## src/sv/iaap_pkg.sv

```systemverilog
// shared types and constants of the iso14443a anticollision poller
package iaap_pkg;

	// default sizes
	localparam int MAX_UID_BYTES_DEF  = 10;
	localparam int CASCADE_LEVELS_DEF = 3;

	// fixed field widths
	localparam int UID_CNT_W     = 4;
	localparam int UID_VIEW_BYTES = 10;
	localparam int FRAME_BYTES   = 5;

	// protocol constants
	localparam logic [7:0] SEL_CL1     = 8'h93;
	localparam logic [7:0] NVB_ANTICOL = 8'h20;
	localparam logic [7:0] NVB_SELECT  = 8'h70;
	localparam logic [7:0] CASCADE_TAG = 8'h88;

	// input item kinds
	typedef enum logic [1:0] {
		FN_START = 2'd0,
		FN_REPLY = 2'd1,
		FN_FAIL  = 2'd2,
		FN_TICK  = 2'd3
	} func_t;

	// result item kinds
	typedef enum logic [2:0] {
		ACT_WUPA    = 3'd0,
		ACT_ANTICOL = 3'd1,
		ACT_SELECT  = 3'd2,
		ACT_FOUND   = 3'd3,
		ACT_TIMEOUT = 3'd4
	} action_t;

	// sequencer phases
	typedef enum logic [2:0] {
		PH_IDLE    = 3'd0,
		PH_ATQA    = 3'd1,
		PH_ANTICOL = 3'd2,
		PH_SAK     = 3'd3,
		PH_WAIT    = 3'd4
	} phase_t;

	// control from the sequencer to the uid store
	typedef struct packed {
		logic clear;
		logic append;
		logic tag;
	} uid_ctl_t;

endpackage

```

## src/sv/iaap_uid_store.sv

```systemverilog
// uid byte store with append, saturating count and packed uid view
module iaap_uid_store
	import iaap_pkg::*;
#(
	parameter int MAX_UID_BYTES = MAX_UID_BYTES_DEF
) (
	input  logic                        clk,
	input  logic                        arst_n,
	input  uid_ctl_t                    ctl,
	input  logic [FRAME_BYTES-1:0][7:0] src,
	output logic [63:0]                 uid_low,
	output logic [15:0]                 uid_high,
	output logic [UID_CNT_W-1:0]        uid_length
);

	logic [7:0]           bytes_q [MAX_UID_BYTES];
	logic [7:0]           bytes_d [MAX_UID_BYTES];
	logic [UID_CNT_W-1:0] count_q;
	logic [UID_CNT_W-1:0] count_d;
	logic [4:0]           count_ext;
	logic [4:0]           n_bytes;
	logic [4:0]           sum;
	logic [8*UID_VIEW_BYTES-1:0] view;

	assign count_ext = {1'b0, count_q};
	assign n_bytes   = ctl.tag ? 5'd3 : 5'd4;
	assign sum       = count_ext + n_bytes;

	// next count, saturating at the store depth
	always_comb begin
		count_d = count_q;
		if (ctl.clear) begin
			count_d = '0;
		end else if (ctl.append) begin
			if (sum > 5'(MAX_UID_BYTES)) begin
				count_d = UID_CNT_W'(MAX_UID_BYTES);
			end else begin
				count_d = sum[UID_CNT_W-1:0];
			end
		end
	end

	// each entry picks its byte from the held frame when it lies in the append window
	always_comb begin
		logic [4:0] off;
		logic [2:0] k;
		for (int e = 0; e < MAX_UID_BYTES; e++) begin
			off = 5'(e) - count_ext;
			k = off[2:0] + {2'b0, ctl.tag};
			bytes_d[e] = bytes_q[e];
			if (ctl.append && (5'(e) >= count_ext) && (off < n_bytes)) begin
				bytes_d[e] = src[k];
			end
		end
	end

	// count register
	always_ff @(posedge clk or negedge arst_n) begin
		if (!arst_n) begin
			count_q <= '0;
		end else begin
			count_q <= count_d;
		end
	end

	// byte registers, undefined until written
	always_ff @(posedge clk) begin
		for (int e = 0; e < MAX_UID_BYTES; e++) begin
			bytes_q[e] <= bytes_d[e];
		end
	end

	// packed view of the next contents, bytes past the count read zero
	for (genvar g = 0; g < UID_VIEW_BYTES; g++) begin : g_view
		if (g < MAX_UID_BYTES) begin : g_used
			assign view[8*g +: 8] = (UID_CNT_W'(g) < count_d) ? bytes_d[g] : 8'h00;
		end else begin : g_unused
			assign view[8*g +: 8] = 8'h00;
		end
	end

	assign uid_low    = view[63:0];
	assign uid_high   = view[79:64];
	assign uid_length = count_d;

endmodule

```

## src/sv/iso14443a_anticollision_poller_core.sv

```systemverilog
// iso14443a reader-side detection sequencer: wupa, anticollision and select cascade
// an accepted input item waits in the input register; any result item it yields is held in the result register
// throughput: one input item per cycle while the result register is free
// a stalled result holds the input register, which then holds the input side
// reset: asynchronous active low, phase idle, counters and held values cleared
// the uid bytes have no reset; only bytes written in the running detection are shown
module iso14443a_anticollision_poller_core
	import iaap_pkg::*;
#(
	parameter int MAX_UID_BYTES  = MAX_UID_BYTES_DEF,
	parameter int CASCADE_LEVELS = CASCADE_LEVELS_DEF
) (
	input  logic         clk,
	input  logic         arst_n,
	input  logic         s_tvalid,
	output logic         s_tready,
	// rx_data[39:0], rx_count[43:40], deadline_ms[59:44], zero[63:60]
	input  logic [63:0]  s_tdata,
	// func[1:0]
	input  logic [1:0]   s_tuser,
	output logic         m_tvalid,
	input  logic         m_tready,
	// tx_select_cmd[7:0], tx_nvb[15:8], tx_uid_bcc[55:16], tx_with_crc[56],
	// uid_low[120:57], uid_high[136:121], uid_length[140:137], card_sak[148:141],
	// card_atqa[164:149], zero[167:165]
	output logic [167:0] m_tdata,
	// action[2:0]
	output logic [2:0]   m_tuser
);

	typedef struct packed {
		func_t       func;
		logic [39:0] rx;
		logic [3:0]  cnt;
		logic [15:0] tmo;
	} item_t;

	typedef struct packed {
		action_t              action;
		logic [7:0]           sel;
		logic [7:0]           nvb;
		logic [39:0]          uid_bcc;
		logic                 crc;
		logic [63:0]          uid_low;
		logic [15:0]          uid_high;
		logic [UID_CNT_W-1:0] uid_length;
		logic [7:0]           sak;
		logic [15:0]          atqa;
	} result_t;

	item_t       item_s1;
	logic        valid_s1;
	logic        advance;
	logic        fire;

	phase_t      phase_q, phase_d;
	logic [1:0]  level_q, level_d;
	logic [15:0] remaining_q, remaining_d;
	logic [15:0] atqa_q, atqa_d;
	logic [39:0] held_q, held_d;
	uid_ctl_t    uid_ctl;
	logic        emit;
	action_t     act;

	logic [63:0]          st_low;
	logic [15:0]          st_high;
	logic [UID_CNT_W-1:0] st_len;

	result_t     res_d, res_q;
	logic        m_valid_q;
	logic [7:0]  bcc;
	logic [15:0] rem_dec;

	// handshake: the input register moves when the result register is free
	assign advance  = !m_valid_q || m_tready;
	assign fire     = valid_s1 && advance;
	assign s_tready = !valid_s1 || advance;

	// input register
	always_ff @(posedge clk or negedge arst_n) begin
		if (!arst_n) begin
			valid_s1 <= 1'b0;
		end else if (s_tready) begin
			valid_s1 <= s_tvalid;
		end
	end

	always_ff @(posedge clk) begin
		if (s_tvalid && s_tready) begin
			item_s1.func <= func_t'(s_tuser);
			item_s1.rx   <= s_tdata[39:0];
			item_s1.cnt  <= s_tdata[43:40];
			item_s1.tmo  <= s_tdata[59:44];
		end
	end

	assign bcc = item_s1.rx[7:0] ^ item_s1.rx[15:8] ^ item_s1.rx[23:16] ^ item_s1.rx[31:24];
	assign rem_dec = (remaining_q != 16'd0) ? (remaining_q - 16'd1) : 16'd0;

	// next state and result kind
	always_comb begin
		phase_d     = phase_q;
		level_d     = level_q;
		remaining_d = remaining_q;
		atqa_d      = atqa_q;
		held_d      = held_q;
		uid_ctl     = '0;
		emit        = 1'b0;
		act         = ACT_WUPA;
		if (fire) begin
			if (item_s1.func == FN_START) begin
				remaining_d   = item_s1.tmo;
				level_d       = 2'd0;
				uid_ctl.clear = 1'b1;
				emit          = 1'b1;
				if (item_s1.tmo == 16'd0) begin
					phase_d = PH_IDLE;
					act     = ACT_TIMEOUT;
				end else begin
					phase_d = PH_ATQA;
					act     = ACT_WUPA;
				end
			end else if (phase_q == PH_IDLE) begin
				// idle ignores everything but start
			end else if (item_s1.func == FN_TICK) begin
				remaining_d = rem_dec;
				if (rem_dec == 16'd0) begin
					phase_d = PH_IDLE;
					emit    = 1'b1;
					act     = ACT_TIMEOUT;
				end else if (phase_q == PH_WAIT) begin
					phase_d = PH_ATQA;
					emit    = 1'b1;
					act     = ACT_WUPA;
				end
			end else if (phase_q == PH_WAIT) begin
				// waiting for a tick
			end else if (item_s1.func == FN_FAIL) begin
				if (phase_q == PH_ATQA) begin
					phase_d = PH_WAIT;
				end else begin
					phase_d = PH_ATQA;
					emit    = 1'b1;
					act     = ACT_WUPA;
				end
			end else begin
				unique case (phase_q)
					PH_ATQA: begin
						if (item_s1.cnt < 4'd2) begin
							phase_d = PH_WAIT;
						end else begin
							atqa_d        = item_s1.rx[15:0];
							level_d       = 2'd0;
							uid_ctl.clear = 1'b1;
							phase_d       = PH_ANTICOL;
							emit          = 1'b1;
							act           = ACT_ANTICOL;
						end
					end
					PH_ANTICOL: begin
						emit = 1'b1;
						if ((item_s1.cnt < 4'd5) || (bcc != item_s1.rx[39:32])) begin
							phase_d = PH_ATQA;
							act     = ACT_WUPA;
						end else begin
							held_d  = item_s1.rx;
							phase_d = PH_SAK;
							act     = ACT_SELECT;
						end
					end
					PH_SAK: begin
						emit = 1'b1;
						if (item_s1.cnt < 4'd1) begin
							phase_d = PH_ATQA;
							act     = ACT_WUPA;
						end else if (held_q[7:0] == CASCADE_TAG) begin
							// cascade tag at the last level is invalid
							if (({1'b0, level_q} + 3'd1) >= 3'(CASCADE_LEVELS)) begin
								phase_d = PH_ATQA;
								act     = ACT_WUPA;
							end else begin
								uid_ctl.append = 1'b1;
								uid_ctl.tag    = 1'b1;
								level_d        = level_q + 2'd1;
								phase_d        = PH_ANTICOL;
								act            = ACT_ANTICOL;
							end
						end else begin
							uid_ctl.append = 1'b1;
							phase_d        = PH_IDLE;
							act            = ACT_FOUND;
						end
					end
					default: begin
						phase_d = PH_IDLE;
						emit    = 1'b0;
					end
				endcase
			end
		end
	end

	// result payload for the chosen kind
	always_comb begin
		res_d        = '0;
		res_d.action = act;
		unique case (act)
			ACT_ANTICOL: begin
				res_d.sel = SEL_CL1 + {5'b0, level_d, 1'b0};
				res_d.nvb = NVB_ANTICOL;
			end
			ACT_SELECT: begin
				res_d.sel     = SEL_CL1 + {5'b0, level_d, 1'b0};
				res_d.nvb     = NVB_SELECT;
				res_d.uid_bcc = item_s1.rx;
				res_d.crc     = 1'b1;
			end
			ACT_FOUND: begin
				res_d.uid_low    = st_low;
				res_d.uid_high   = st_high;
				res_d.uid_length = st_len;
				res_d.sak        = item_s1.rx[7:0];
				res_d.atqa       = atqa_q;
			end
			default: begin
			end
		endcase
	end

	// uid bytes collected over the cascade levels
	iaap_uid_store #(
		.MAX_UID_BYTES(MAX_UID_BYTES)
	) u_store (
		.clk       (clk),
		.arst_n    (arst_n),
		.ctl       (uid_ctl),
		.src       (held_q),
		.uid_low   (st_low),
		.uid_high  (st_high),
		.uid_length(st_len)
	);

	// sequencer state
	always_ff @(posedge clk or negedge arst_n) begin
		if (!arst_n) begin
			phase_q     <= PH_IDLE;
			level_q     <= 2'd0;
			remaining_q <= 16'd0;
			atqa_q      <= 16'd0;
			held_q      <= 40'd0;
		end else begin
			phase_q     <= phase_d;
			level_q     <= level_d;
			remaining_q <= remaining_d;
			atqa_q      <= atqa_d;
			held_q      <= held_d;
		end
	end

	// result register
	always_ff @(posedge clk or negedge arst_n) begin
		if (!arst_n) begin
			m_valid_q <= 1'b0;
		end else if (advance) begin
			m_valid_q <= fire && emit;
		end
	end

	always_ff @(posedge clk) begin
		if (fire && emit) begin
			res_q <= res_d;
		end
	end

	assign m_tvalid = m_valid_q;
	assign m_tuser  = res_q.action;
	assign m_tdata  = {3'b000, res_q.atqa, res_q.sak, res_q.uid_length, res_q.uid_high,
		res_q.uid_low, res_q.crc, res_q.uid_bcc, res_q.nvb, res_q.sel};

`ifndef SYNTHESIS
	// a finished or timed out detection leaves the sequencer idle
	a_done_idle: assert property (@(posedge clk) disable iff (!arst_n)
		(m_valid_q && (res_q.action == ACT_FOUND || res_q.action == ACT_TIMEOUT))
		|-> (phase_q == PH_IDLE))
		else $error("done result without idle phase");

	// a pending command matches the phase that awaits its reply
	a_cmd_phase: assert property (@(posedge clk) disable iff (!arst_n)
		m_valid_q |->
		((res_q.action != ACT_WUPA || phase_q == PH_ATQA) &&
		 (res_q.action != ACT_ANTICOL || phase_q == PH_ANTICOL) &&
		 (res_q.action != ACT_SELECT || phase_q == PH_SAK)))
		else $error("pending command does not match phase");

	// a found card carries at least one full cascade level
	a_found_len: assert property (@(posedge clk) disable iff (!arst_n)
		(m_valid_q && res_q.action == ACT_FOUND)
		|-> (res_q.uid_length >= 4'd4 && res_q.uid_length <= UID_CNT_W'(MAX_UID_BYTES)))
		else $error("found uid length out of range");

	// an active detection always has time left
	a_time_left: assert property (@(posedge clk) disable iff (!arst_n)
		(phase_q != PH_IDLE) |-> (remaining_q != 16'd0))
		else $error("active phase with no time left");

	// a stalled input item stays put
	a_s1_hold: assert property (@(posedge clk) disable iff (!arst_n)
		(valid_s1 && !advance) |=> (valid_s1 && $stable(item_s1)))
		else $error("input register lost a stalled item");
`endif

endmodule

```

## config.mk

```make
export PLATFORM = sky130hd
export DESIGN_NAME = iso14443a_anticollision_poller_core
export DESIGN_NICKNAME = d
export VERILOG_FILES = /design/src/sv/iaap_pkg.sv /design/src/sv/iaap_uid_store.sv /design/src/sv/iso14443a_anticollision_poller_core.sv
export SDC_FILE = /design/constraint.sdc
export NUM_CORES = 1
export LEC_CHECK = 0
export BUFFER_PORTS_ARGS = -buffer_cell sky130_fd_sc_hd__buf_4
export CAP_MARGIN = 40
export CORE_UTILIZATION = 45
export DETAILED_ROUTE_END_ITERATION = 7
export GPL_ROUTABILITY_DRIVEN = 0
export HOLD_SLACK_MARGIN = 0.08
export PLACE_DENSITY_LB_ADDON = 0.2
export SLEW_MARGIN = 0
export SYNTH_ARGS = -nofsm -noshare
export SYNTH_HDL_FRONTEND = slang
export SYNTH_SLANG_ARGS = --single-unit
```

## constraint.sdc

```tcl
create_clock -name clk -period 24.3 [get_ports clk]
set_input_delay 0 -clock clk [delete_from_list [all_inputs] [get_ports clk]]
set_output_delay 0 -clock clk [all_outputs]
set_load 0.01 [all_outputs]
```

==> results of run 1 <==
cells in the mapped netlist (13+ instances only):
| library cell | count |
|---|---|
| sky130_fd_sc_hd__mux2_2 | 139 |
| sky130_fd_sc_hd__buf_4 | 15 |
| sky130_fd_sc_hd__clkbuf_1 | 39 |
| sky130_fd_sc_hd__xnor2_1 | 34 |
| sky130_fd_sc_hd__o21ai_0 | 82 |
| sky130_fd_sc_hd__nand2_1 | 129 |
| sky130_fd_sc_hd__and2_1 | 59 |
| sky130_fd_sc_hd__a21oi_1 | 31 |
| sky130_fd_sc_hd__edfxtp_1 | 218 |
| sky130_fd_sc_hd__and3_1 | 26 |
| sky130_fd_sc_hd__mux4_2 | 32 |
| sky130_fd_sc_hd__nor2b_1 | 71 |
| sky130_fd_sc_hd__nor2_1 | 29 |
| sky130_fd_sc_hd__inv_1 | 27 |
| sky130_fd_sc_hd__xor2_1 | 13 |
| sky130_fd_sc_hd__ha_1 | 41 |
| sky130_fd_sc_hd__dfrtp_1 | 83 |
| sky130_fd_sc_hd__nor3_1 | 20 |
| sky130_fd_sc_hd__dfxtp_1 | 80 |
| sky130_fd_sc_hd__nor4_1 | 16 |
per-stage QoR:
stage | utilization (%) | area, µm² | total power [mW] | cells | setup slack, ps
floorplan | - | 17420 | 0.9712 | 1345 | 13780
global placement | 51.76 | 19590 | 1.067 | 2032 | 18600
detailed placement | 52.09 | 19710 | 1.077 | 2043 | 18460
CTS | 57.33 | 21690 | 1.694 | 2185 | 18400
global route | 57.37 | 21710 | 1.750 | 2188 | 17920
finish | 57.37 | 21710 | 1.676 | 2188 | 18420
critical path, stage by stage, from the launching register on:
cell                        delay, ps
sky130_fd_sc_hd__edfxtp_1         420
sky130_fd_sc_hd__ha_1             320
sky130_fd_sc_hd__or2_1            280
sky130_fd_sc_hd__or4_1            560
sky130_fd_sc_hd__nor2_1           240
sky130_fd_sc_hd__nand4bb_1        190
sky130_fd_sc_hd__or2_2            410
sky130_fd_sc_hd__inv_1            420
sky130_fd_sc_hd__ha_1             380
sky130_fd_sc_hd__fa_1             270
sky130_fd_sc_hd__a21oi_1          120
sky130_fd_sc_hd__o211ai_1         160
sky130_fd_sc_hd__nor4_1            80
sky130_fd_sc_hd__a211o_1          340
sky130_fd_sc_hd__nor2b_1          720
sky130_fd_sc_hd__o21ai_1          510
sky130_fd_sc_hd__nor2b_1          260
how the worst max path moves through the flow:
stage	to	slack [ps]	from	cells past startpoint
2_1_floorplan	m_tdata[100]	13780	remaining_q[2]	8
3_3_place_gp	m_tdata[130]	18600	item_s1[61]	16
3_5_place_dp	m_tdata[132]	18460	item_s1[61]	16
4_1_cts	m_tdata[132]	18400	item_s1[61]	16
5_1_grt	m_tdata[132]	17920	item_s1[61]	16
6_report	m_tdata[132]	18420	item_s1[61]	16
sequential cells by signal (all words and copies together), names as in the netlist:
name / count
u_store.bytes_q: 80
m_tvalid: 1
remaining_q: 16
m_tuser: 3
u_store.count_q: 4
atqa_q: 16
held_q: 40
phase_q: 3
m_tdata: 153
level_q: 2
item_s1: 62
valid_s1: 1
power by group:
| part | internal [mW] | total (mW) | switching [mW] | leakage [nW] |
|---|---|---|---|---|
| registers | 0.773 | 0.819 | 0.0461 | 3.83 |
| clock network | 0.355 | 0.605 | 0.250 | 0.632 |
| logic | 0.116 | 0.253 | 0.137 | 4.14 |
kinds of logic (layout without fill, tap and decap cells):
kind of cell / after synthesis / after routing / synth area share (%)
AO/OA/AOI/OAI: 182 / 182 / 6.758
XOR/XNOR: 47 / 47 / 2.368
adder cells (fa/ha/maj): 42 / 42 / 3.066
buffers and inverters: 92 / 422 / 2.346
flip-flops: 381 / 381 / 58.81
multiplexers: 173 / 173 / 13.26
other: 1 / 12 / 0.02157
AND/OR/NAND/NOR: 418 / 418 / 13.36
placed cells by master, fill, tap and decap left out, drive strengths merged, types with 17 or more instances in the layout:
master       Yosys  layout
nor3            24      24
and2            59      59
edfxtp         218     218
dfxtp           80      80
nor4            17      17
o21ai           86      86
and3            26      26
mux2           139     139
nand2          130     130
nor2            30      30
nor2b           71      71
a21oi           31      31
inv             27      28
clkbuf          39      60
ha              41      41
mux4            32      32
dlygate4sd3      0      68
buf             26     253
xnor2           34      34
dfrtp           83      83
timing repair:
item                                    4_1_cts  5_1_grt
buffers inserted                              0        0
endpoints found under the setup margin        0        0
gates resized for setup                       0        0
hold buffers                                 68        0
hold endpoints to repair                    149        0
area by class of cell:
type / instances / area, µm² / share of cell area [%]
clock inverters: 14 / 137.6 / 0.6339
repair buffers: 321 / 2625 / 12.09
diodes: 2 / 5.005 / 0.02305
inverters: 27 / 101.3 / 0.4668
flip-flops and latches: 381 / 10220 / 47.10
multi-input cells: 872 / 6814 / 31.39
well taps: 511 / 639.4 / 2.945
clock buffers: 60 / 1164 / 5.360
routing by layer:
layer	part of all wire [%]	track usage [%]	up-vias	wire, µm
li1	-	-	5512	-
met1	44	29.74	5784	18790
met2	47	35.27	347	19950
met3	6.8	5.900	60	2889
met4	2.3	6.125	0	969
met5	0	0	-	0
==> Implementation_results.wiki, run 1 <==
{| class="wikitable"
! Metric !! Value
|-
| Outcome || completed
|-
| Depth of the worst register-to-register path || 16
|-
| Max capacitance violation total || 0
|-
| Number of global-route vias before repair || 11,700
|-
| Post-Synthesis Cell Area || 17,390 µm²
|-
| Data arrival time of the critical path || 6250 ps
|-
| F_max || 170.0 MHz
|-
| GRT Overall Usage || 22.12%
|-
| Die area || 39,420 µm²
|-
| Leakage || 8.603 nW
|-
| Ports || roughly 240
|-
| Root Driver || sky130_fd_sc_hd__clkbuf_16
|-
| Area fraction of the dominant cell type after synthesis || between 30% and 40%
|-
| Initial antenna violation count || 2
|-
| Horizontal die dimension || between 150 and 200 µm
|-
| Data required time at the worst endpoint || 24,670 ps
|-
| Num CTS Buffers || 40
|-
| Endpoint class of the critical path || register
|-
| R2R Setup Slk || 18,420 ps
|-
| Critical register-to-register path endpoint || m_tdata[132]
|-
| Maximum vdd ir drop || 0.06914 mV
|-
| Count of distinct cell types in the synthesized netlist || 77
|-
| Number of nets with antenna violations after detailed routing || 0
|-
| Number of warnings reported in the yosys synthesis log || 0
|-
| Vias || 11,700
|-
| Worst Setup Start Kind || register
|-
| Clk_skew || 35.31 ps
|-
| Deepest level of the CTS H-tree || 2
|-
| Cell type with the highest aggregate area in the netlist || sky130_fd_sc_hd__edfxtp_1
|-
| Crit path max fanout || 12
|-
| First-pass GRT wire length || about 67,000 µm
|-
| Total wire length || 42,600 µm
|-
| Main area contributors after synthesis || sky130_fd_sc_hd__edfxtp_1 38%, sky130_fd_sc_hd__dfrtp_1 12%, sky130_fd_sc_hd__dfxtp_1 9.2%, sky130_fd_sc_hd__mux2_2 9.0%, sky130_fd_sc_hd__mux4_2 4.1%
|-
| End point of the most critical hold path || item_s1[11]
|-
| Flops & latches, synth || 381
|-
| Post-detailed-placement half-perimeter wirelength || 30,380 µm
|-
| Post-route worst hold slack || between 100 and 150 ps
|-
| Startpoint of the lowest-slack register-to-register path || item_s1[61]
|-
| Hold-critical path depth || 2
|-
| Average via count per standard cell || 5.349
|-
| Die span in y || 198.6 µm
|-
| Clock-pin slew of the registers on the worst-case setup and hold paths || 60 ps
|-
| Final Hold Viols || 0
|-
| Ratio of final minimum period to clock period || 24.21%
|-
| Sequential-to-total area share from yosys stat || between 50 and 60%
|-
| RSZ-0062 raised after global routing || false
|-
| Final critical-path required period || 5883 ps
|-
| Accumulated negative setup slack || 0 ps
|-
| Final setup vio count || 0
|-
| Most used flip-flop cell after synthesis || sky130_fd_sc_hd__edfxtp_1
|-
| Average size of a mapped cell || between 10 and 15 µm²
|-
| Source-to-sink clock delay at the later pin of the worst-skew pair || 560 ps
|-
| Setup CP Type || register to register
|-
| Power density over the cells || 77.21 nW/µm²
|-
| IO Port Bufs || 228
|-
| Number of flops mapped to enable cells by yosys || around 220
|-
| Actual slew at the worst max-slew pin || 978.7 ps
|-
| Per-cell routed wire length || 19.47 µm
|-
| Largest net degree at the start of global routing || 73
|-
| Growth of design area from synthesis to finish || 24.88%
|-
| Number of cells produced by synthesis || approximately 1,300
|-
| Layout cell share with drive strength beyond 1 || 30.99%
|-
| Total of fill cells in the finished design || about 3,200
|-
| FP Rows || 71
|-
| Path class of the lowest-slack min-delay path || input pin to register
|-
| Max-slew headroom || between 30% and 40%
|-
| Number of detailed-routing iterations run before antenna repair || 5
|-
| Max-slew violations || 0
|-
| Startpoint of the most critical hold path || s_tdata[55]
|-
| Remaining DRCs || 0
|-
| Effective utilization at floorplan || between 40% and 50%
|-
| Total global routing overflow || 0
|-
| Clock sinks || 381
|-
| TritonCTS clock tree || yes
|-
| CTS Buffer Depth || 3
|-
| Number of DRC violations after detailed-routing iteration 0 || around 820
|-
| Number of nets in the layout || 1,755
|-
| CORE AREA || ~38,000 µm²
|-
| Share of flip-flops with an asynchronous set or reset after synthesis || between 20% and 30%
|}
(Power assumes the default switching activity.)
==> inputs of run 2 (changes only) <==
==> constraint.sdc (replaced) <==
create_clock -name clk -period 5.2 [get_ports clk]
set_input_delay 0 -clock clk [delete_from_list [all_inputs] [get_ports clk]]
set_output_delay 0 -clock clk [all_outputs]
set_load 0.01 [all_outputs]
==> run 2 against run 1 <==
Net effect: first-iteration DRC count shrank 3.9%; die area is the same; wire length grew 1.4%; highest routed layer unchanged; flip-flop and latch count is the same; register-to-register slack lost 18000 ps; sequential power grew to 4.7 times the previous value; hold slack lost 3.4 ps; clock-buffer cell count shrank 5; critical path depth is the same; largest power group unchanged.
==> Implementation_results.wiki, run 2 (same netlist as run 1, synthesis figures left out) <==
{| class="wikitable"
! Metric !! Value
|-
| Clock-pin slew of the registers on the worst-case setup and hold paths || 60 ps (about the same)
|-
| Number of nets with antenna violations after detailed routing || 0 (unchanged)
|-
| Remaining DRCs || 0 (unchanged)
|-
| Path class of the lowest-slack min-delay path || input pin to register
|-
| Final setup vio count || 0 (unchanged)
|-
| Accumulated negative setup slack || 0 ps (unchanged)
|-
| Flip-flop count of the largest register, all copies and words added || 153 (unchanged)
|-
| CTS Buffer Depth || 3 (unchanged)
|-
| Number of DRC violations after detailed-routing iteration 0 || 784 (-3.9%)
|-
| Total global routing overflow || 0 (unchanged)
|-
| Slowest Stage Delay on Critical Path || 540 ps (-180 ps)
|-
| Most common cell on crit path || sky130_fd_sc_hd__ha_1
|-
| Max-slew violations || 0 (unchanged)
|-
| GRT busiest layer || met2
|-
| CP bufs+invs || 2 (+1)
|-
| Actual slew at the worst max-slew pin || 917.1 ps (-61.56 ps)
|-
| Most frequent cells in the layout || 257 x sky130_fd_sc_hd__buf_4, 218 x sky130_fd_sc_hd__edfxtp_1, 139 x sky130_fd_sc_hd__mux2_2, 129 x sky130_fd_sc_hd__nand2_1, 83 x sky130_fd_sc_hd__dfrtp_1
|-
| Met3 Use GR || 5.646% (-0.25 points)
|-
| Part of the total power dissipated in combinational logic || 15.1% (about the same)
|-
| Vias || 11,870 (+1.4%)
|-
| TritonCTS clock tree || yes
|-
| Deepest level of the CTS H-tree || 2 (unchanged)
|-
| Total of fill cells in the finished design || 3,150 (-0.35%)
|-
| Area used by sequential logic in the layout || 10,220 µm² (unchanged)
|-
| Largest net degree at the start of global routing || 87 (+19%)
|-
| Final cell utilization of the core || 57.84% (+0.47 points)
|-
| Effective utilization at floorplan || 45.94% (unchanged)
|-
| Clock sinks || 381 (unchanged)
|-
| Crit. path cell count || 16 (unchanged)
|-
| Source-to-sink clock delay at the later pin of the worst-skew pair || 570 ps (about the same)
|-
| Num CTS Buffers || 40 (unchanged)
|-
| IO Port Bufs || 228 (unchanged)
|-
| Final Hold Viols || 0 (unchanged)
|-
| Post-detailed-placement half-perimeter wirelength || 30,800 µm (+1.4%)
|-
| Endpoint class of the critical path || register
|-
| Switching power of the nets || 2.077 mW (+380%)
|-
| RSZ-0062 raised after global routing || false
|-
| Part of the power in the clock network || 36.1% (about the same)
|-
| Crit path max fanout || 8 (-4)
|-
| Initial antenna violation count || 0 (-2)
|-
| Switch share || 26.39% (+0.56 points)
|-
| Max-slew headroom || 38.65% (+4.4 points)
|-
| Global-route met2 utilization || 35.06% (-0.21 points)
|-
| Power, Total || 7.872 mW (+370%)
|-
| Post-Place Cell Area || 19,880 µm² (+0.84%)
|-
| Leakage || 8.689 nW (+1.0%)
|-
| FP Rows || 71 (unchanged)
|-
| Hold-critical path depth || 2 (unchanged)
|-
| Area of all placed cells without fillers || 21,890 µm² (+0.82%)
|-
| Cell type group with the largest total delay on the critical path || simple AND/OR/NAND/NOR gates
|-
| Number of global-route vias before repair || 11,750 (+0.47%)
|-
| CORE AREA || 37,840 µm² (unchanged)
|-
| Outcome || completed
|-
| First-pass GRT wire length || 66,590 µm (about the same)
|-
| Ratio of final minimum period to clock period || 92.03% (+68 points)
|-
| Setup CP Type || register to register
|-
| Per-cell routed wire length || 19.64 µm (+0.86%)
|-
| Footprint of the multi-input gates || 6854 µm² (+0.59%)
|-
| Die span in y || 198.6 µm (unchanged)
|-
| Growth of design area from synthesis to finish || 25.90%
|-
| F_max || 209.0 MHz (+23%)
|-
| Ports || 243 (unchanged)
|-
| Final critical-path required period || 4785 ps (-1098 ps)
|-
| Root Driver || sky130_fd_sc_hd__clkbuf_16
|-
| Data arrival time of the critical path || 5070 ps (-1180 ps)
|-
| Data required time at the worst endpoint || 5480 ps (-19,190 ps)
|-
| Depth of the worst register-to-register path || 16 (unchanged)
|-
| Horizontal die dimension || 198.6 µm (unchanged)
|-
| Diodes inserted || 0 (-2)
|-
| Average via count per standard cell || 5.396 (+0.89%)
|-
| Seq pwr share || 48.7% (about the same)
|-
| GRT Overall Usage || 22.23% (+0.11 points)
|-
| Clk_skew || 20.23 ps (-15.08 ps)
|-
| Commonest non-fill, non-tap cell in the layout || sky130_fd_sc_hd__buf_4
|-
| Layout cell share with drive strength beyond 1 || 32.29% (+1.3 points)
|-
| Number of nets in the layout || 1,768 (+0.74%)
|-
| Crit path max-delay cell type || sky130_fd_sc_hd__o211ai_1
|-
| Total wire length || 43,180 µm (+1.4%)
|-
| Power density over the cells || 359.6 nW/µm² (+370%)
|-
| Number of detailed-routing iterations run before antenna repair || 5 (unchanged)
|-
| Worst Setup Start Kind || register
|-
| GRT met1 Usage || 30.38% (+0.65 points)
|-
| List of cells traversed by the critical path || ha_1 > or2_1 > or4_1 > nor2_1 > nand4bb_1 > or2_2 > inv_1 > ha_1 > fa_1 > xnor2_1 > o31ai_1 > a221oi_1 > a211oi_2 > buf_4 > o211ai_1 > nor2b_1
|-
| P_int || 5.795 mW (+370%)
|-
| Max capacitance violation total || 0 (unchanged)
|-
| Resized Gates After CTS || 0 (unchanged)
|-
| Die area || 39,420 µm² (unchanged)
|-
| Maximum vdd ir drop || 0.3270 mV (+370%)
|}
run 2: changes by cell type in the layout (fill, tap and decap cells not counted), moves of 3 or more:
cell,delta
sky130_fd_sc_hd__clkbuf_1,-6
sky130_fd_sc_hd__buf_4,+9
sky130_fd_sc_hd__clkbuf_8,+5
sky130_fd_sc_hd__buf_12,+4
sky130_fd_sc_hd__clkbuf_16,-3
run 2: timing repair:
item                                   CTS  global route
buffers inserted                         0             0
endpoints found under the hold margin  154             0
hold buffers                            68             0
run 2: through the flow:
stage	worst slack (ps)	cells	hold slack, ps
floorplan	17.61	1345	-295.6
global placement	408.1	2046	-103.4
detailed placement	450.8	2056	-97.38
CTS	425.5	2198	108.8
global route	92.01	2199	133.0
finish	414.5	2199	142.3
run 2: power by group through the flow:
stage                     sequential (mW)  clock (mW)  combinational [mW]
after CTS                            3.84        2.91                1.20
after global placement               3.89           0                1.13
final                                3.84        2.84                1.19
after detailed placement             3.89           0                1.16
after global routing                 3.88        3.03                1.31
after floorplan                      3.94           0               0.556
run 2: worst register-to-register path, stage by stage, from the launching register on:
cell and delay, ps:
sky130_fd_sc_hd__edfxtp_1 410, sky130_fd_sc_hd__ha_1 300, sky130_fd_sc_hd__or2_1 280, sky130_fd_sc_hd__or4_1 440, sky130_fd_sc_hd__nor2_1 200, sky130_fd_sc_hd__nand4bb_1 190, sky130_fd_sc_hd__or2_2 400, sky130_fd_sc_hd__inv_1 100
sky130_fd_sc_hd__ha_1 270, sky130_fd_sc_hd__fa_1 250, sky130_fd_sc_hd__xnor2_1 210, sky130_fd_sc_hd__o31ai_1 110, sky130_fd_sc_hd__a221oi_1 340, sky130_fd_sc_hd__a211oi_2 130, sky130_fd_sc_hd__buf_4 200, sky130_fd_sc_hd__o211ai_1 550
sky130_fd_sc_hd__nor2b_1 110
run 2: path summary, 6_finish.rpt:
path / from / to / slack (ps)
min in group asynchronous: arst_n / remaining_q[6] / 440
min reg2reg: u_store.bytes_q[9][0] / u_store.bytes_q[9][0] / 470
max in group asynchronous: arst_n / u_store.count_q[1] / 3900
min: s_tdata[53] / item_s1[9] / 140
max reg2reg: item_s1[61] / m_tdata[104] / 410
max: item_s1[61] / m_tdata[104] / 410
run 2: per-layer routing:
metal	share of wire [%]	wire [µm]
met5	0	0
met4	2.2	930
met3	7.7	3331
met2	47	20190
met1	43	18730
run 2: final cells by class:
| cell class | instances | area share [%] |
|---|---|---|
| Sequential cell | 381 | 46.71 |
| Multi-Input combinational cell | 872 | 31.31 |
| Timing Repair Buffer | 334 | 12.58 |
| Clock buffer | 55 | 5.150 |
| Tap cell | 511 | 2.921 |
| Clock inverter | 19 | 0.8574 |
| Inverter | 27 | 0.4630 |
==> inputs of run 3 (changes only) <==
--- a/config.mk
+++ b/config.mk
@@ -12,6 +12,7 @@
 export GPL_ROUTABILITY_DRIVEN = 0
 export HOLD_SLACK_MARGIN = 0.08
 export PLACE_DENSITY_LB_ADDON = 0.2
+export RECOVER_POWER = 50
 export SLEW_MARGIN = 0
 export SYNTH_ARGS = -nofsm -noshare
 export SYNTH_HDL_FRONTEND = slang
==> run 3 against run 2 <==
Net effect: the flow now finishes with violations (max-capacitance violations, max-slew violations); hold slack improved by 21 ps; maximum frequency about the same; global-route usage unchanged; final cell count unchanged; combinational power shrank 14%; clock-buffer cell count unchanged; critical path depth did not move; flip-flop and latch count stayed put; sequential power about the same; critical path type unchanged.
==> Implementation_results.wiki, run 3 (same netlist as run 1, synthesis figures left out) <==
{| class="wikitable"
! Metric !! Value
|-
| Post-route worst hold slack || 163.4 ps (+21.04 ps)
|-
| Resized Gates After CTS || 0 (unchanged)
|-
| Final standard cell count with taps included and fillers excluded || 2,199 (unchanged)
|-
| Accumulated negative setup slack || 0 ps (unchanged)
|-
| Crit path max fanout || 8 (unchanged)
|-
| Setup slack after placement || 450.8 ps (unchanged)
|-
| Endpoint class of the critical path || register
|-
| Number of global-route vias before repair || 11,750 (unchanged)
|-
| Effective utilization at floorplan || 45.94% (unchanged)
|-
| Final critical-path required period || 4785 ps (-0.3500 ps)
|-
| Switch share || 26.91% (+0.52 points)
|-
| Min setup slack post-route || 414.9 ps (+0.3500 ps)
|-
| Path class of the lowest-slack min-delay path || input pin to register
|-
| Part of the total power dissipated in combinational logic || 13.2% (-1.9 points)
|-
| Num CTS Buffers || 40 (unchanged)
|-
| GRT busiest layer || met2
|-
| Number of nets in the layout || 1,768 (unchanged)
|-
| Per-cell routed wire length || 19.64 µm (about the same)
|-
| Met3 Use GR || 5.646% (unchanged)
|-
| Number of detailed-routing iterations run before antenna repair || 5 (unchanged)
|-
| Max capacitance violation total || 3 (+3)
|-
| TritonCTS clock tree || yes
|-
| Maximum vdd ir drop || 0.3269 mV (about the same)
|-
| Commonest non-fill, non-tap cell in the layout || sky130_fd_sc_hd__edfxtp_1
|-
| Diodes inserted || 0 (unchanged)
|-
| Clock sinks || 381 (unchanged)
|-
| Initial antenna violation count || 0 (unchanged)
|-
| RSZ-0062 raised after global routing || false
|-
| CORE AREA || 37,840 µm² (unchanged)
|-
| Deepest level of the CTS H-tree || 2 (unchanged)
|-
| First-pass GRT wire length || 66,590 µm (unchanged)
|-
| Average via count per standard cell || 5.397 (about the same)
|-
| Post-Place Cell Area || 19,880 µm² (unchanged)
|-
| Number of DRC violations after detailed-routing iteration 0 || 838 (+6.9%)
|-
| Source-to-sink clock delay at the later pin of the worst-skew pair || 570 ps (about the same)
|-
| Die span in y || 198.6 µm (unchanged)
|-
| Global-route met2 utilization || 35.06% (unchanged)
|-
| Switching power of the nets || 2.071 mW (-0.27%)
|-
| Placed instance count || 2,056 (unchanged)
|-
| Total wire length || 43,180 µm (about the same)
|-
| Actual slew at the worst max-slew pin || 3479 ps (+2562 ps)
|-
| GRT Overall Usage || 22.23% (unchanged)
|-
| CTS Buffer Depth || 3 (unchanged)
|-
| Clk_skew || 20.58 ps (+0.3464 ps)
|-
| F_max || 209.0 MHz (about the same)
|-
| Data required time at the worst endpoint || 5480 ps (about the same)
|-
| Ports || 243 (unchanged)
|-
| Growth of design area from synthesis to finish || 21.87%
|-
| Ratio of final minimum period to clock period || 92.02% (about the same)
|-
| Seq pwr share || 49.8% (+1.1 points)
|-
| GRT met1 Usage || 30.38% (unchanged)
|-
| Die area || 39,420 µm² (unchanged)
|-
| Area of all placed cells without fillers || 21,190 µm² (-3.2%)
|-
| Power, Total || 7.698 mW (-2.2%)
|-
| Final cell utilization of the core || 55.99% (-1.9 points)
|-
| Part of the power in the clock network || 37.0% (+0.9 points)
|-
| Remaining DRCs || 0 (unchanged)
|-
| Final setup vio count || 0 (unchanged)
|-
| Largest net degree at the start of global routing || 87 (unchanged)
|-
| Max-slew headroom || -131.9% (-170 points)
|-
| Max-slew violations || 127 (+127)
|-
| Worst Setup Start Kind || register
|-
| IO Port Bufs || 228 (unchanged)
|-
| Number of nets with antenna violations after detailed routing || 0 (unchanged)
|-
| Final Hold Viols || 0 (unchanged)
|-
| Horizontal die dimension || 198.6 µm (unchanged)
|-
| Setup CP Type || register to register
|-
| Most frequent cells in the layout || 218 x sky130_fd_sc_hd__edfxtp_1, 181 x sky130_fd_sc_hd__clkbuf_1, 139 x sky130_fd_sc_hd__mux2_2, 129 x sky130_fd_sc_hd__nand2_1, 83 x sky130_fd_sc_hd__dfrtp_1
|-
| Violated checks || max-capacitance violations, max-slew violations
|-
| Vias || 11,870 (+0.0084%)
|-
| P_int || 5.626 mW (-2.9%)
|-
| Leakage || 8.016 nW (-7.7%)
|-
| Flip-flop count of the largest register, all copies and words added || 153 (unchanged)
|-
| Outcome || complete, but fails checks
|-
| Power density over the cells || 363.3 nW/µm² (+1.0%)
|-
| FP Rows || 71 (unchanged)
|-
| Post-detailed-placement half-perimeter wirelength || 30,800 µm (unchanged)
|-
| Layout cell share with drive strength beyond 1 || 21.86% (-10 points)
|-
| Clock-pin slew of the registers on the worst-case setup and hold paths || 60 ps (about the same)
|-
| Root Driver || sky130_fd_sc_hd__clkbuf_16
|-
| Data arrival time of the critical path || 5070 ps (about the same)
|-
| Total global routing overflow || 0 (unchanged)
|}
==> run 3: changes by cell type in the layout (fill, tap and decap cells not counted), moves of 2 or more <==
| cell | previous run | this run |
|---|---|---|
| sky130_fd_sc_hd__buf_4 | 257 | 25 |
| sky130_fd_sc_hd__clkbuf_1 | 8 | 181 |
| sky130_fd_sc_hd__clkbuf_4 | 0 | 62 |
| sky130_fd_sc_hd__nor3_1 | 17 | 19 |
| sky130_fd_sc_hd__nor3_2 | 5 | 3 |
==> run 3: worst paths after layout <==
| kind | from | end | slack [ps] | depth (start not counted) |
|---|---|---|---|---|
| worst max-delay path | item_s1[61] | m_tdata[104] | 410 | 16 |
| worst min-delay path | s_tdata[53] | item_s1[9] | 160 | 2 |
| worst max register to register | item_s1[61] | m_tdata[104] | 410 | 16 |
| worst min register to register | u_store.bytes_q[9][0] | u_store.bytes_q[9][0] | 470 | 1 |
| max in group asynchronous | arst_n | held_q[17] | 1150 | 5 |
| min in group asynchronous | arst_n | remaining_q[4] | 480 | 4 |
==> run 3: what timing repair did <==
action / in CTS / in global routing
setup buffers: 0 / 0
hold endpoints to repair: 154 / 0
hold buffers: 68 / 0
==> run 3: worst max-delay path: stages, from the launching register on <==
cell	delay (ps)
sky130_fd_sc_hd__edfxtp_1	410
sky130_fd_sc_hd__ha_1	300
sky130_fd_sc_hd__or2_0	280
sky130_fd_sc_hd__or4_1	440
sky130_fd_sc_hd__nor2_1	200
sky130_fd_sc_hd__nand4bb_1	190
sky130_fd_sc_hd__or2_2	400
sky130_fd_sc_hd__inv_1	100
sky130_fd_sc_hd__ha_1	280
sky130_fd_sc_hd__fa_1	250
sky130_fd_sc_hd__xnor2_1	210
sky130_fd_sc_hd__o31ai_1	110
sky130_fd_sc_hd__a221oi_1	340
sky130_fd_sc_hd__a211oi_2	130
sky130_fd_sc_hd__buf_4	200
sky130_fd_sc_hd__o211ai_1	550
sky130_fd_sc_hd__nor2b_1	110
==> run 3: power groups by stage <==
stage / clock network (mW) / logic (mW) / registers (mW)
global placement: 0 / 1.13 / 3.89
finish: 2.85 / 1.02 / 3.83
floorplan: 0 / 0.556 / 3.94
global route: 3.03 / 1.13 / 3.88
CTS: 2.91 / 1.20 / 3.84
detailed placement: 0 / 1.16 / 3.89
==> run 3: area by class of cell <==
cell class,count,area [µm²]
clock buffer,55,1127
clock inverter,19,187.7
fill,3285,16660
inverter,27,101.3
multi-input combinational,872,6843
sequential,381,10220
tap,511,639.4
timing repair buffer,334,2064
==> run 3: routing by layer <==
metal	vias up	share of wire [%]
li1	5523	-
met1	5879	44
met2	402	47
met3	63	7.4
met4	0	2.1
met5	-	0
